[src/rtl/pcni_pkg.sv]
// shared types and constants of the periodic cell neighbor id block
`timescale 1ns / 1ps

package pcni_pkg;

    localparam int CELL_ID_W      = 32;
    localparam int LEVEL_W        = 3;
    localparam int FACE_W         = 3;
    localparam int NID_W          = 32;
    localparam int REG_W          = 36;
    localparam int NUM_REGS       = 4;
    localparam int CFG_IDX_W      = 3;
    localparam int FACE_COUNT     = 6;

    localparam int MAX_LEVELS_DEF = 4;
    localparam int ID_WIDTH_DEF   = 32;
    localparam int DIM_WIDTH_DEF  = 12;

    typedef struct packed {
        logic [CELL_ID_W-1:0] cell_id;
        logic [LEVEL_W-1:0]   cell_level;
        logic [FACE_W-1:0]    face;
    } in_t;

    typedef struct packed {
        logic [NID_W-1:0] neighbor_id;
        logic             too_wide;
    } out_t;

endpackage

[src/rtl/pcni_div.sv]
// iterative restoring divider, one quotient bit per cycle
`timescale 1ns / 1ps

module pcni_div #(
    parameter int DW = 48,
    parameter int BW = 12
) (
    input  logic          clk,
    input  logic          rst_n,
    input  logic          start,
    input  logic [DW-1:0] dividend,
    input  logic [BW-1:0] divisor,
    output logic          done,
    output logic [DW-1:0] quot,
    output logic [BW-1:0] rem
);

    localparam int CW = $clog2(DW + 1);

    logic          run_reg;
    logic          done_reg;
    logic [CW-1:0] cnt_reg;
    logic [DW-1:0] quo_reg;
    logic [BW-1:0] rem_reg;
    logic [BW-1:0] dvs_reg;
    logic [BW:0]   trial;
    logic [BW:0]   diff;
    logic          ge;

    always_comb
    begin
        trial = {rem_reg, quo_reg[DW-1]};
        ge    = trial >= {1'b0, dvs_reg};
        diff  = ge ? (trial - {1'b0, dvs_reg}) : trial;
    end

    always_ff @(posedge clk or negedge rst_n)
    begin
        if (!rst_n)
        begin
            run_reg  <= 1'b0;
            done_reg <= 1'b0;
            cnt_reg  <= '0;
        end
        else
        begin
            done_reg <= 1'b0;
            if (start)
            begin
                run_reg <= 1'b1;
                cnt_reg <= CW'(DW);
            end
            else if (run_reg)
            begin
                cnt_reg <= cnt_reg - CW'(1);
                if (cnt_reg == CW'(1))
                begin
                    run_reg  <= 1'b0;
                    done_reg <= 1'b1;
                end
            end
        end
    end

    always_ff @(posedge clk)
    begin
        if (start)
        begin
            quo_reg <= dividend;
            rem_reg <= '0;
            dvs_reg <= divisor;
        end
        else if (run_reg)
        begin
            quo_reg <= {quo_reg[DW-2:0], ge};
            rem_reg <= diff[BW-1:0];
        end
    end

    assign done = done_reg;
    assign quot = quo_reg;
    assign rem  = rem_reg;

endmodule

[src/rtl/pcni_seq.sv]
// sequencer with shared multiply-add unit: decode, face step, re-encode
`timescale 1ns / 1ps

module pcni_seq #(
    parameter int MAX_LEVELS = pcni_pkg::MAX_LEVELS_DEF,
    parameter int ID_WIDTH   = pcni_pkg::ID_WIDTH_DEF,
    parameter int DIM_WIDTH  = pcni_pkg::DIM_WIDTH_DEF
) (
    input  logic                                     clk,
    input  logic                                     rst_n,
    input  logic                                     start,
    input  pcni_pkg::in_t                            item,
    input  logic [MAX_LEVELS-1:0][pcni_pkg::REG_W-1:0] dims,
    output logic                                     busy,
    output logic                                     done,
    output pcni_pkg::out_t                           result
);

    localparam int GW  = (MAX_LEVELS * DIM_WIDTH > 64) ? 64 : MAX_LEVELS * DIM_WIDTH;
    localparam int DW  = (3 * DIM_WIDTH > GW) ? 3 * DIM_WIDTH : GW;
    localparam int WW  = $clog2(3 * DIM_WIDTH + 1);
    localparam int TW  = $clog2(MAX_LEVELS * 3 * DIM_WIDTH + 1);
    localparam int LW  = $clog2(MAX_LEVELS + 1);
    localparam int LIW = (MAX_LEVELS > 1) ? $clog2(MAX_LEVELS) : 1;
    localparam int XW  = DW + ID_WIDTH;
    localparam int RW  = pcni_pkg::REG_W;
    localparam int RXW = (3 * DIM_WIDTH > RW) ? 3 * DIM_WIDTH : RW;
    localparam int NW  = pcni_pkg::NID_W;
    localparam int FW  = pcni_pkg::FACE_W;

    typedef enum logic [10:0] {
        S_IDLE   = 11'b00000000001,
        S_CNT    = 11'b00000000010,
        S_FIELD  = 11'b00000000100,
        S_DIV    = 11'b00000001000,
        S_FOLD   = 11'b00000010000,
        S_FACE   = 11'b00000100000,
        S_ESTART = 11'b00001000000,
        S_EDIV   = 11'b00010000000,
        S_CH     = 11'b00100000000,
        S_PACK   = 11'b01000000000,
        S_DONE   = 11'b10000000000
    } seq_state_t;

    function automatic logic [WW-1:0] bits_for(input logic [DW-1:0] n);
        logic [WW-1:0] b;
        b = WW'(1);
        for (int i = 0; i < DW; i++)
        begin
            if (n[i])
                b = WW'(i + 1);
        end
        return b;
    endfunction

    seq_state_t state_reg, state_next;
    logic [LW-1:0]        lvl_reg, lvl_next;
    logic [LW-1:0]        num_reg, num_next;
    logic [2:0]           step_reg, step_next;
    logic [FW-1:0]        face_reg, face_next;
    logic [ID_WIDTH-1:0]  id_reg, id_next;
    logic [ID_WIDTH-1:0]  acc_reg, acc_next;
    logic [TW-1:0]        total_reg, total_next;
    logic [DW-1:0]        cnt_reg, cnt_next;
    logic [GW-1:0]        g_reg [3];
    logic [GW-1:0]        g_next [3];
    logic [GW-1:0]        full_reg [3];
    logic [GW-1:0]        full_next [3];
    logic [DIM_WIDTH-1:0] part_reg [3];
    logic [DIM_WIDTH-1:0] part_next [3];
    logic [WW-1:0]        wid_reg [MAX_LEVELS];

    logic [LIW-1:0]       lidx;
    logic [RXW-1:0]       dim_ext;
    logic [DIM_WIDTH-1:0] n_cur [3];
    logic [WW-1:0]        wid_new;
    logic                 wid_we;
    logic [XW-1:0]        id_ext;
    logic [DW-1:0]        v_val;
    logic [DW-1:0]        k_val;
    logic [LW-1:0]        lvl_sat;
    logic [GW-1:0]        g_face [3];
    logic [GW-1:0]        g_inc [3];

    logic [DW-1:0]           mul_a;
    logic [DIM_WIDTH-1:0]    mul_b;
    logic [DW-1:0]           mul_c;
    logic [DW+DIM_WIDTH-1:0] mul_prod;
    logic [DW-1:0]           mul_p;

    logic                 div_start;
    logic [DW-1:0]        div_a;
    logic [DIM_WIDTH-1:0] div_b;
    logic                 div_done;
    logic [DW-1:0]        div_quot;
    logic [DIM_WIDTH-1:0] div_rem;

    pcni_div #(
        .DW(DW),
        .BW(DIM_WIDTH)
    ) u_div (
        .clk      (clk),
        .rst_n    (rst_n),
        .start    (div_start),
        .dividend (div_a),
        .divisor  (div_b),
        .done     (div_done),
        .quot     (div_quot),
        .rem      (div_rem)
    );

    // counts of the current level, zero read as one
    always_comb
    begin
        lidx    = lvl_reg[LIW-1:0];
        dim_ext = RXW'(dims[lidx]);
        for (int d = 0; d < 3; d++)
        begin
            n_cur[d] = dim_ext[d*DIM_WIDTH +: DIM_WIDTH];
            if (n_cur[d] == '0)
                n_cur[d] = DIM_WIDTH'(1);
        end
    end

    // child index field of the current level, clamped to 1..count
    always_comb
    begin
        wid_new = bits_for(cnt_reg);
        id_ext  = XW'(id_reg);
        for (int i = 0; i < DW; i++)
            v_val[i] = id_ext[i] & (32'(wid_new) > i);
        if (v_val == '0)
            v_val = DW'(1);
        if (v_val > cnt_reg)
            v_val = cnt_reg;
        k_val = v_val - DW'(1);
    end

    always_comb
    begin
        if (item.cell_level == '0)
            lvl_sat = LW'(1);
        else if (32'(item.cell_level) > MAX_LEVELS)
            lvl_sat = LW'(MAX_LEVELS);
        else
            lvl_sat = LW'(item.cell_level);
    end

    // periodic step across the chosen face
    always_comb
    begin
        for (int d = 0; d < 3; d++)
        begin
            g_inc[d]  = g_reg[d] + GW'(1);
            g_face[d] = g_reg[d];
            if ((32'(face_reg) < pcni_pkg::FACE_COUNT) && (32'(face_reg[FW-1:1]) == d))
            begin
                if (face_reg[0])
                    g_face[d] = (g_inc[d] == full_reg[d]) ? '0 : g_inc[d];
                else
                    g_face[d] = (g_reg[d] == '0) ? (full_reg[d] - GW'(1))
                                                 : (g_reg[d] - GW'(1));
            end
        end
    end

    // shared multiply-add operand select
    always_comb
    begin
        mul_a = '0;
        mul_b = '0;
        mul_c = '0;
        case (state_reg)
            S_CNT:
            begin
                if (step_reg == 3'd0)
                begin
                    mul_a = DW'(n_cur[0]);
                    mul_b = n_cur[1];
                end
                else
                begin
                    mul_a = cnt_reg;
                    mul_b = n_cur[2];
                end
            end
            S_FOLD:
            begin
                case (step_reg)
                    3'd0:
                    begin
                        mul_a = DW'(g_reg[0]);
                        mul_b = n_cur[0];
                        mul_c = DW'(part_reg[0]);
                    end
                    3'd1:
                    begin
                        mul_a = DW'(g_reg[1]);
                        mul_b = n_cur[1];
                        mul_c = DW'(part_reg[1]);
                    end
                    3'd2:
                    begin
                        mul_a = DW'(g_reg[2]);
                        mul_b = n_cur[2];
                        mul_c = DW'(part_reg[2]);
                    end
                    3'd3:
                    begin
                        mul_a = DW'(full_reg[0]);
                        mul_b = n_cur[0];
                    end
                    3'd4:
                    begin
                        mul_a = DW'(full_reg[1]);
                        mul_b = n_cur[1];
                    end
                    default:
                    begin
                        mul_a = DW'(full_reg[2]);
                        mul_b = n_cur[2];
                    end
                endcase
            end
            S_CH:
            begin
                if (step_reg == 3'd0)
                begin
                    mul_a = DW'(part_reg[2]);
                    mul_b = n_cur[1];
                    mul_c = DW'(part_reg[1]);
                end
                else
                begin
                    mul_a = cnt_reg;
                    mul_b = n_cur[0];
                    mul_c = DW'(part_reg[0]) + DW'(1);
                end
            end
            default:
            begin
                mul_a = '0;
            end
        endcase
        mul_prod = mul_a * mul_b;
        mul_p    = DW'(mul_prod) + mul_c;
    end

    always_comb
    begin
        state_next = state_reg;
        lvl_next   = lvl_reg;
        num_next   = num_reg;
        step_next  = step_reg;
        face_next  = face_reg;
        id_next    = id_reg;
        acc_next   = acc_reg;
        total_next = total_reg;
        cnt_next   = cnt_reg;
        for (int d = 0; d < 3; d++)
        begin
            g_next[d]    = g_reg[d];
            full_next[d] = full_reg[d];
            part_next[d] = part_reg[d];
        end
        wid_we    = 1'b0;
        div_start = 1'b0;
        div_a     = k_val;
        div_b     = n_cur[0];

        unique case (state_reg)
            S_IDLE:
            begin
                if (start)
                begin
                    state_next = S_CNT;
                    lvl_next   = '0;
                    step_next  = '0;
                    num_next   = lvl_sat;
                    face_next  = item.face;
                    id_next    = ID_WIDTH'(item.cell_id);
                    acc_next   = '0;
                    total_next = '0;
                    for (int d = 0; d < 3; d++)
                    begin
                        g_next[d]    = '0;
                        full_next[d] = GW'(1);
                    end
                end
            end
            S_CNT:
            begin
                cnt_next = mul_p;
                if (step_reg == 3'd0)
                    step_next = 3'd1;
                else
                begin
                    step_next  = 3'd0;
                    state_next = S_FIELD;
                end
            end
            S_FIELD:
            begin
                wid_we     = 1'b1;
                total_next = total_reg + TW'(wid_new);
                id_next    = id_reg >> wid_new;
                div_start  = 1'b1;
                div_a      = k_val;
                div_b      = n_cur[0];
                state_next = S_DIV;
            end
            S_DIV:
            begin
                if (div_done)
                begin
                    if (step_reg == 3'd0)
                    begin
                        part_next[0] = div_rem;
                        div_start    = 1'b1;
                        div_a        = div_quot;
                        div_b        = n_cur[1];
                        step_next    = 3'd1;
                    end
                    else
                    begin
                        part_next[1] = div_rem;
                        part_next[2] = div_quot[DIM_WIDTH-1:0];
                        step_next    = 3'd0;
                        state_next   = S_FOLD;
                    end
                end
            end
            S_FOLD:
            begin
                case (step_reg)
                    3'd0:    g_next[0]    = GW'(mul_p);
                    3'd1:    g_next[1]    = GW'(mul_p);
                    3'd2:    g_next[2]    = GW'(mul_p);
                    3'd3:    full_next[0] = GW'(mul_p);
                    3'd4:    full_next[1] = GW'(mul_p);
                    default: full_next[2] = GW'(mul_p);
                endcase
                if (step_reg == 3'd5)
                begin
                    step_next = 3'd0;
                    if (lvl_reg == num_reg - LW'(1))
                        state_next = S_FACE;
                    else
                    begin
                        lvl_next   = lvl_reg + LW'(1);
                        state_next = S_CNT;
                    end
                end
                else
                    step_next = step_reg + 3'd1;
            end
            S_FACE:
            begin
                for (int d = 0; d < 3; d++)
                    g_next[d] = g_face[d];
                state_next = S_ESTART;
            end
            S_ESTART:
            begin
                div_start  = 1'b1;
                div_a      = DW'(g_reg[0]);
                div_b      = n_cur[0];
                step_next  = 3'd0;
                state_next = S_EDIV;
            end
            S_EDIV:
            begin
                if (div_done)
                begin
                    case (step_reg)
                        3'd0:
                        begin
                            part_next[0] = div_rem;
                            g_next[0]    = GW'(div_quot);
                            div_start    = 1'b1;
                            div_a        = DW'(g_reg[1]);
                            div_b        = n_cur[1];
                            step_next    = 3'd1;
                        end
                        3'd1:
                        begin
                            part_next[1] = div_rem;
                            g_next[1]    = GW'(div_quot);
                            div_start    = 1'b1;
                            div_a        = DW'(g_reg[2]);
                            div_b        = n_cur[2];
                            step_next    = 3'd2;
                        end
                        default:
                        begin
                            part_next[2] = div_rem;
                            g_next[2]    = GW'(div_quot);
                            step_next    = 3'd0;
                            state_next   = S_CH;
                        end
                    endcase
                end
            end
            S_CH:
            begin
                cnt_next = mul_p;
                if (step_reg == 3'd0)
                    step_next = 3'd1;
                else
                begin
                    step_next  = 3'd0;
                    state_next = S_PACK;
                end
            end
            S_PACK:
            begin
                acc_next = (acc_reg << wid_reg[lidx]) | ID_WIDTH'(cnt_reg);
                if (lvl_reg == '0)
                    state_next = S_DONE;
                else
                begin
                    lvl_next   = lvl_reg - LW'(1);
                    state_next = S_ESTART;
                end
            end
            S_DONE:
            begin
                state_next = S_IDLE;
            end
            default:
            begin
                state_next = S_IDLE;
            end
        endcase
    end

    always_ff @(posedge clk or negedge rst_n)
    begin
        if (!rst_n)
        begin
            state_reg <= S_IDLE;
            lvl_reg   <= '0;
            step_reg  <= '0;
        end
        else
        begin
            state_reg <= state_next;
            lvl_reg   <= lvl_next;
            step_reg  <= step_next;
        end
    end

    always_ff @(posedge clk)
    begin
        num_reg   <= num_next;
        face_reg  <= face_next;
        id_reg    <= id_next;
        acc_reg   <= acc_next;
        total_reg <= total_next;
        cnt_reg   <= cnt_next;
        for (int d = 0; d < 3; d++)
        begin
            g_reg[d]    <= g_next[d];
            full_reg[d] <= full_next[d];
            part_reg[d] <= part_next[d];
        end
        if (wid_we)
            wid_reg[lidx] <= wid_new;
    end

    assign busy               = (state_reg != S_IDLE);
    assign done               = (state_reg == S_DONE);
    assign result.neighbor_id = NW'(acc_reg);
    assign result.too_wide    = (32'(total_reg) > ID_WIDTH);

    a_done_single: assert property (@(posedge clk) disable iff (!rst_n)
        done |=> !done)
        else $error("result strobe held past one cycle");

    a_div_when_waiting: assert property (@(posedge clk) disable iff (!rst_n)
        div_done |-> (state_reg == S_DIV || state_reg == S_EDIV))
        else $error("divider finished outside a wait state");

    a_level_in_range: assert property (@(posedge clk) disable iff (!rst_n)
        (state_reg != S_IDLE) |-> (lvl_reg < num_reg))
        else $error("level counter beyond cell level");

    a_start_enters: assert property (@(posedge clk) disable iff (!rst_n)
        (start && state_reg == S_IDLE) |=> (state_reg == S_CNT && lvl_reg == '0))
        else $error("accepted word did not start at the coarsest level");

endmodule

[src/rtl/periodic_cell_neighbor_id_core.sv]
// top level: level count registers and neighbor id sequencer
`timescale 1ns / 1ps

// usage
// - input word on item, accepted at a clock edge with start high and busy low
// - result word on result, marked by done for exactly one cycle; no back-pressure
// - configuration: cfg_we, cfg_index, cfg_data; register i holds the packed
//   nx, ny, nz of level i; writes to unused indexes are dropped; write only
//   while busy is low
// - per level: two divisions on decode, three on re-encode, through one
//   restoring divider at one quotient bit per cycle; that divider sets the rate
// - one word at a time: busy stays high from accept until the done cycle
// - reset: all count registers return to nx = ny = nz = 1, sequencer idle
// - the receiver cannot stall; done is a one-cycle strobe
module periodic_cell_neighbor_id_core #(
    parameter int MAX_LEVELS = pcni_pkg::MAX_LEVELS_DEF,
    parameter int ID_WIDTH   = pcni_pkg::ID_WIDTH_DEF,
    parameter int DIM_WIDTH  = pcni_pkg::DIM_WIDTH_DEF
) (
    input  logic                            clk,
    input  logic                            rst_n,
    input  logic                            start,
    input  pcni_pkg::in_t                   item,
    output logic                            busy,
    output logic                            done,
    output pcni_pkg::out_t                  result,
    input  logic                            cfg_we,
    input  logic [pcni_pkg::CFG_IDX_W-1:0]  cfg_index,
    input  logic [pcni_pkg::REG_W-1:0]      cfg_data
);

    localparam int RW = pcni_pkg::REG_W;
    localparam logic [RW-1:0] DIMS_RESET = RW'(1) | (RW'(1) << DIM_WIDTH)
                                         | (RW'(1) << (2 * DIM_WIDTH));

    logic [MAX_LEVELS-1:0][RW-1:0] dims_reg;

    always_ff @(posedge clk or negedge rst_n)
    begin
        if (!rst_n)
        begin
            for (int l = 0; l < MAX_LEVELS; l++)
                dims_reg[l] <= DIMS_RESET;
        end
        else if (cfg_we)
        begin
            for (int l = 0; l < MAX_LEVELS; l++)
            begin
                if (l < pcni_pkg::NUM_REGS && 32'(cfg_index) == l)
                    dims_reg[l] <= cfg_data;
            end
        end
    end

    pcni_seq #(
        .MAX_LEVELS (MAX_LEVELS),
        .ID_WIDTH   (ID_WIDTH),
        .DIM_WIDTH  (DIM_WIDTH)
    ) u_seq (
        .clk    (clk),
        .rst_n  (rst_n),
        .start  (start),
        .item   (item),
        .dims   (dims_reg),
        .busy   (busy),
        .done   (done),
        .result (result)
    );

endmodule
[config.mk]
export PLATFORM = sky130hd
export DESIGN_NAME = periodic_cell_neighbor_id_core
export DESIGN_NICKNAME = d
export VERILOG_FILES = /design/src/rtl/pcni_pkg.sv /design/src/rtl/pcni_div.sv /design/src/rtl/pcni_seq.sv /design/src/rtl/periodic_cell_neighbor_id_core.sv
export SDC_FILE = /design/constraint.sdc
export NUM_CORES = 2
export LEC_CHECK = 0
export BUFFER_PORTS_ARGS = -buffer_cell sky130_fd_sc_hd__buf_2
export CORE_UTILIZATION = 25
export DETAILED_ROUTE_END_ITERATION = 16
export GPL_TIMING_DRIVEN = 0
export MAX_ROUTING_LAYER = met4
export REMOVE_ABC_BUFFERS = 1
export SYNTH_ARGS = -nofsm -noshare
export SYNTH_HDL_FRONTEND = slang
export SYNTH_SLANG_ARGS = --single-unit
[constraint.sdc]
create_clock -name clk -period 23.1 [get_ports clk]
set_input_delay 4.62 -clock clk [delete_from_list [all_inputs] [get_ports clk]]
set_output_delay 4.62 -clock clk [all_outputs]
set_load 0.01 [all_outputs]
-- Yosys cells after proc, flatten, opt, wreduce, memory -nomap -nowiden
Memories as Yosys holds them, arrays and structs flattened.
Cells that the tools add are included.
- flip-flop bits (word level): 367
- memory bits (writable): 348
- output and inout port bits: 35
- word-level logic and storage cells: 348
- memories kept: 4
- memories (memory ; depth ; width ; rd ports ; clocked after memory_dff ; wr ports ; line ; text):
    u_seq.full_reg ; 3 ; 48 ; 3 ; 0 ; 3 ; pcni_seq.sv:67 ; logic [GW-1:0] full_reg [3];
    u_seq.g_reg ; 3 ; 48 ; 3 ; 0 ; 3 ; pcni_seq.sv:65 ; logic [GW-1:0] g_reg [3];
    u_seq.part_reg ; 3 ; 12 ; 3 ; 0 ; 3 ; pcni_seq.sv:69 ; logic [DIM_WIDTH-1:0] part_reg [3];
    u_seq.wid_reg ; 4 ; 6 ; 1 ; 0 ; 1 ; pcni_seq.sv:71 ; logic [WW-1:0] wid_reg [MAX_LEVELS];
- $add $sub $neg: 19
- multiply operators: 1
- magnitude comparators: 38
- equal/unequal tests: 38
- shift operators: 2
- mux-type cells: 155
- bitwise logic cells: 33
- reduce and logical (&&, ||, !) cells: 38
- operators by type and width (operator ; number):
    $mux W48 ; 30
    $pmux W144 S4 ; 1
    $mux W144 ; 3
    $sub A48 B1 Y48 const B ; 7
    $mux W6 ; 49
    $pmux W144 S2 ; 1
    $pmux W48 S3 ; 2
    $pmux W48 S5 ; 1
    $logic_not A48 Y1 ; 4
    $pmux W48 S2 ; 2
    $add A48 B1 Y48 const B ; 3
    $eq A48 B48 Y1 ; 3
    $mux W12 ; 11
    $pmux W32 S2 ; 2
    $pmux W11 S10 ; 1
    $mux W36 ; 3
    $mux W11 ; 9
    $gt A6 B5 Y1 const B ; 16
    $mux W32 ; 3
    $bmux W36 S2 ; 1
    $pmux W12 S2 ; 3
    $pmux W12 S3 ; 2
    $pmux W36 S2 ; 1
    $add A48 B48 Y48 ; 1
    other kinds (66) ; 165

-- Depth between registers and ports, before layout
- depth in word-level cells: 58
- depth in mapped cells: 37

-- Modules after synthesis
From an unflattened synthesis, not the netlist that was laid out.
- cells, all modules: 7518
- area total of the unflattened synthesis: 67901.4 um^2
- by module, submodules not included (module ; instances ; cells each ; area each (um^2) ; sequential area each (um^2)):
    pcni_seq ; 1 ; 6906 ; 58516.1 ; 14660.3
    periodic_cell_neighbor_id_core ; 1 ; 306 ; 5402.7 ; 3618.5
    pcni_div ; 1 ; 306 ; 3982.6 ; 2242.2

-- Least setup slack after synthesis
No wires, ideal clock.
- path kind: input -> register
- start: in start
- end: mem u_seq.g_reg[0][100] (netlist name), enable pin
- arrival time: 12.468 ns
- path slack: 9.922 ns
- stages: 3
- buffers on the path: 0
- path through: nor2_1 > a31o_2 > a2111oi_0
- RTL lines (item ; line ; text):
    start: declaration ; periodic_cell_neighbor_id_core.sv:22 ; input logic start,
    end: declaration ; pcni_seq.sv:65 ;

==> flow_summary.yaml <==
run_status:
  outcome: "finished with violations"
  violations: "capacitance limit, slew limit"
clocking:
  post_cts_buffers: 0
  cts_tree: "yes"
  ctsHoldBuffers: 0
  clk_pin_slew_ns: 0.07
  cts-buffers-inserted: 82
  root_buffer: "clkbuf_16"
  cts.sinks: 715
  clock_latency_ns: 0.74
  cts_resized: 0
  htreeDepth: 3
  cts_buffer_depth: 3
synthesis:
  synth-xor-area-share: 0.06872
  synth_area_sq_um: 67490
  synth_top_area_frac: 0.2376
  async_reset_ff_frac: 0.2364
  synth-compound-area-share: 0.1569
  synthAdderAreaFrac: 0.1542
  yosysWarnings: 0
  synthSimpleGateAreaFrac: 0.1762
  synth_top_family_by_area: "simple AND/OR/NAND/NOR gates"
  avgSynthCellArea_sq_um: 9.117
  seq_area_frac_synth: 0.3040
  synthMuxAreaShare: 0.07853
  synth_edf_count: 534
  synth_cell_types: 119
  ys_seq_elements: 715
  synth_flop_cell: "edfxtp_1"
  synth_top_area_cell: "edfxtp_1"
  synthTopCellsByArea: "edfxtp_1, fa_1, dfrtp_1, nand2_1, xnor2_1"
  synthCells: 7403
placed_design:
  portBuffers: 115
  gp_congestion: 1.037
  placed_area_sq_um: 72940
  dp_hpwl_um: 221300
timing:
  tns_ns: 0
  finalSetupViolations: 0
  hold_viol: 0
  worst_pin_slew_ns: 1.589
  clock.fmax_ghz: 0.08129
  finalCriticalPeriod_ns: 12.30
  rsz0062_at_grt: "false"
  drv_slew: 22
  period_share: 0.5325
  slew-limit-headroom: -0.06837
  clock-skew-final_ns: 0.02813
setup_path:
  crit_type: "flip-flop to flip-flop"
  setup.worst_path.start_class: "flip-flop"
  endpoint_kind: "flip-flop"
  max_stage_delay_ns: 1.05
  critical_path_required_ns: 23.54
  critical_path_arrival_ns: 12.74
  slowest_stage: "a311oi_1"
  cp_max_fo: 53
pwr:
  leakagePower_nw: 27.32
  vdd_drop_max_uv: 66.73
  powerDensity_nw_per_um2: 93.37
routing:
  vias: 60590
  via_per_inst: 5.589
  avgRoutedWirePerCell_um: 26.08
  drt-pass1-iter-count: 10
  postRouteWirelength_um: 282800
  ant_nets: 0
  drt_iter0_markers: 7975
  drc_errors: 0
die:
  die_w_um: 521.6
  io_pins: 116
  coreArea_sq_um: 268200
  dieArea_sq_um: 272100
  die_h_um: 521.6
  rows: 190
  start_util: 0.2517
final_layout:
  drive_gt1_frac: 0.1081
  nNetsFinal: 7877
  area_growth_pct: 12.30
  final_area_sq_um: 75790
  final_core_util: 0.2826
grt:
  grt_overflow: 0
  grt_usage: 0.2084
  antenna_found_initial: 11
  grt_pass1_vias: 59120
  grt_pass1_wl_um: 412000
  grt_max_degree: 118
min_path:
  hold_path.class: "flip-flop to flip-flop"
job:
  maxCapViolCount: 3
## Yosys cell counts, types with 80 or more instances
master,instances
fa_1,413
edfxtp_1,534
a21oi_1,458
and2_1,94
xnor2_1,303
ha_1,171
nor2_1,496
inv_1,536
a31oi_1,101
dfrtp_1,156
mux2i_1,228
nand2_1,873
nor3_1,152
mux2_2,182
xor2_1,177
nor2b_1,148
nand3_1,137
clkbuf_1,436
nor4_1,124
o21ai_0,392
nand4_1,80
## logic make-up after synthesis
| group | Yosys count |
|---|---|
| DFF | 715 |
| and+or+nand+nor | 2424 |
| AOI/OAI and AO/OA | 1646 |
| buffers and inverters | 1082 |
| adders and majority gates | 584 |
| muxes | 453 |
| xor gates and xnor gates | 499 |
## where the power goes
group	total (W)	internal, W	switching, W
combinational	0.00292	0.00111	0.00181
clock	0.00141	0.000796	0.000619
sequential	0.00274	0.00189	0.000857
total	0.00708	0.00379	0.00329
## final timing paths
check | end | slack (ns) | from | cells past startpoint
max | u_seq.g_reg[0][142] | 10.80 | u_seq.step_reg[1] | 32
min | dims_reg[123] | 0.50 | dims_reg[123] | 1
max reg2reg | u_seq.g_reg[0][142] | 10.80 | u_seq.step_reg[1] | 32
min reg2reg | dims_reg[123] | 0.50 | dims_reg[123] | 1
max in group asynchronous | u_seq.lvl_reg[0] | 18.28 | rst_n | 2
min in group asynchronous | dims_reg[8] | 3.79 | rst_n | 1
## layer usage
metal / vias to the layer above / part of all wire / track usage
li1: 25930 / - / -
met1: 30460 / 0.41 / 0.2703
met2: 3509 / 0.43 / 0.3053
met3: 686 / 0.098 / 0.04228
met4: 0 / 0.061 / 0.1080
met5: - / 0 / -
## area by class of cell
type	count	area [sq um]
fillers	28320	192400
multi-input cells	5606	43190
flip-flops and latches	715	20540
well taps	3552	4444
repair buffers	266	2763
clock buffers	96	2186
inverters	541	2033
clock inverters	54	618.1
diodes	11	27.53
## layout by cell type (no fill, tap or decap), types with 91 or more instances in the layout
| cell type | synthesis | routed |
|---|---|---|
| mux2_2 | 182 | 182 |
| nor2_1 | 496 | 485 |
| and2_1 | 94 | 91 |
| xor2_1 | 177 | 177 |
| mux2i_1 | 228 | 228 |
| nor3_1 | 152 | 149 |
| edfxtp_1 | 534 | 534 |
| nor2b_1 | 148 | 147 |
| a31oi_1 | 101 | 99 |
| inv_1 | 536 | 535 |
| nand2_1 | 873 | 867 |
| xnor2_1 | 303 | 303 |
| nand3_1 | 137 | 136 |
| o21ai_0 | 392 | 384 |
| nor4_1 | 124 | 116 |
| ha_1 | 171 | 170 |
| fa_1 | 413 | 413 |
| buf_2 | 47 | 117 |
| a21oi_1 | 458 | 456 |
| dfrtp_1 | 156 | 151 |
## critical path, delay by kind of cell, from the launching register on
kind                     cells  cell delay (ns)
AND/OR/NAND/NOR              3             0.82
AO/OA/AOI/OAI               13             5.29
XOR/XNOR                     1             0.16
adder cells (fa/ha/maj)      7             3.06
flip-flops                   1             0.65
buffers and inverters        8             1.87
## stage by stage
| step | hold slack [ns] | setup WS [ns] | std cells | total power, W |
|---|---|---|---|---|
| finish | 0.5004 | 10.80 | 10840 | 0.007077 |
| detailed placement | 0.4889 | 10.58 | 10680 | 0.005540 |
| floorplan | 0.4737 | 9.325 | 6862 | 0.004174 |
| global route | 0.5093 | 10.43 | 10840 | 0.007338 |
| CTS | 0.5024 | 10.53 | 10830 | 0.006964 |
| global placement | 0.4814 | -16.91 | 10530 | 0.005459 |
Power figures use the tool's default switching activity.
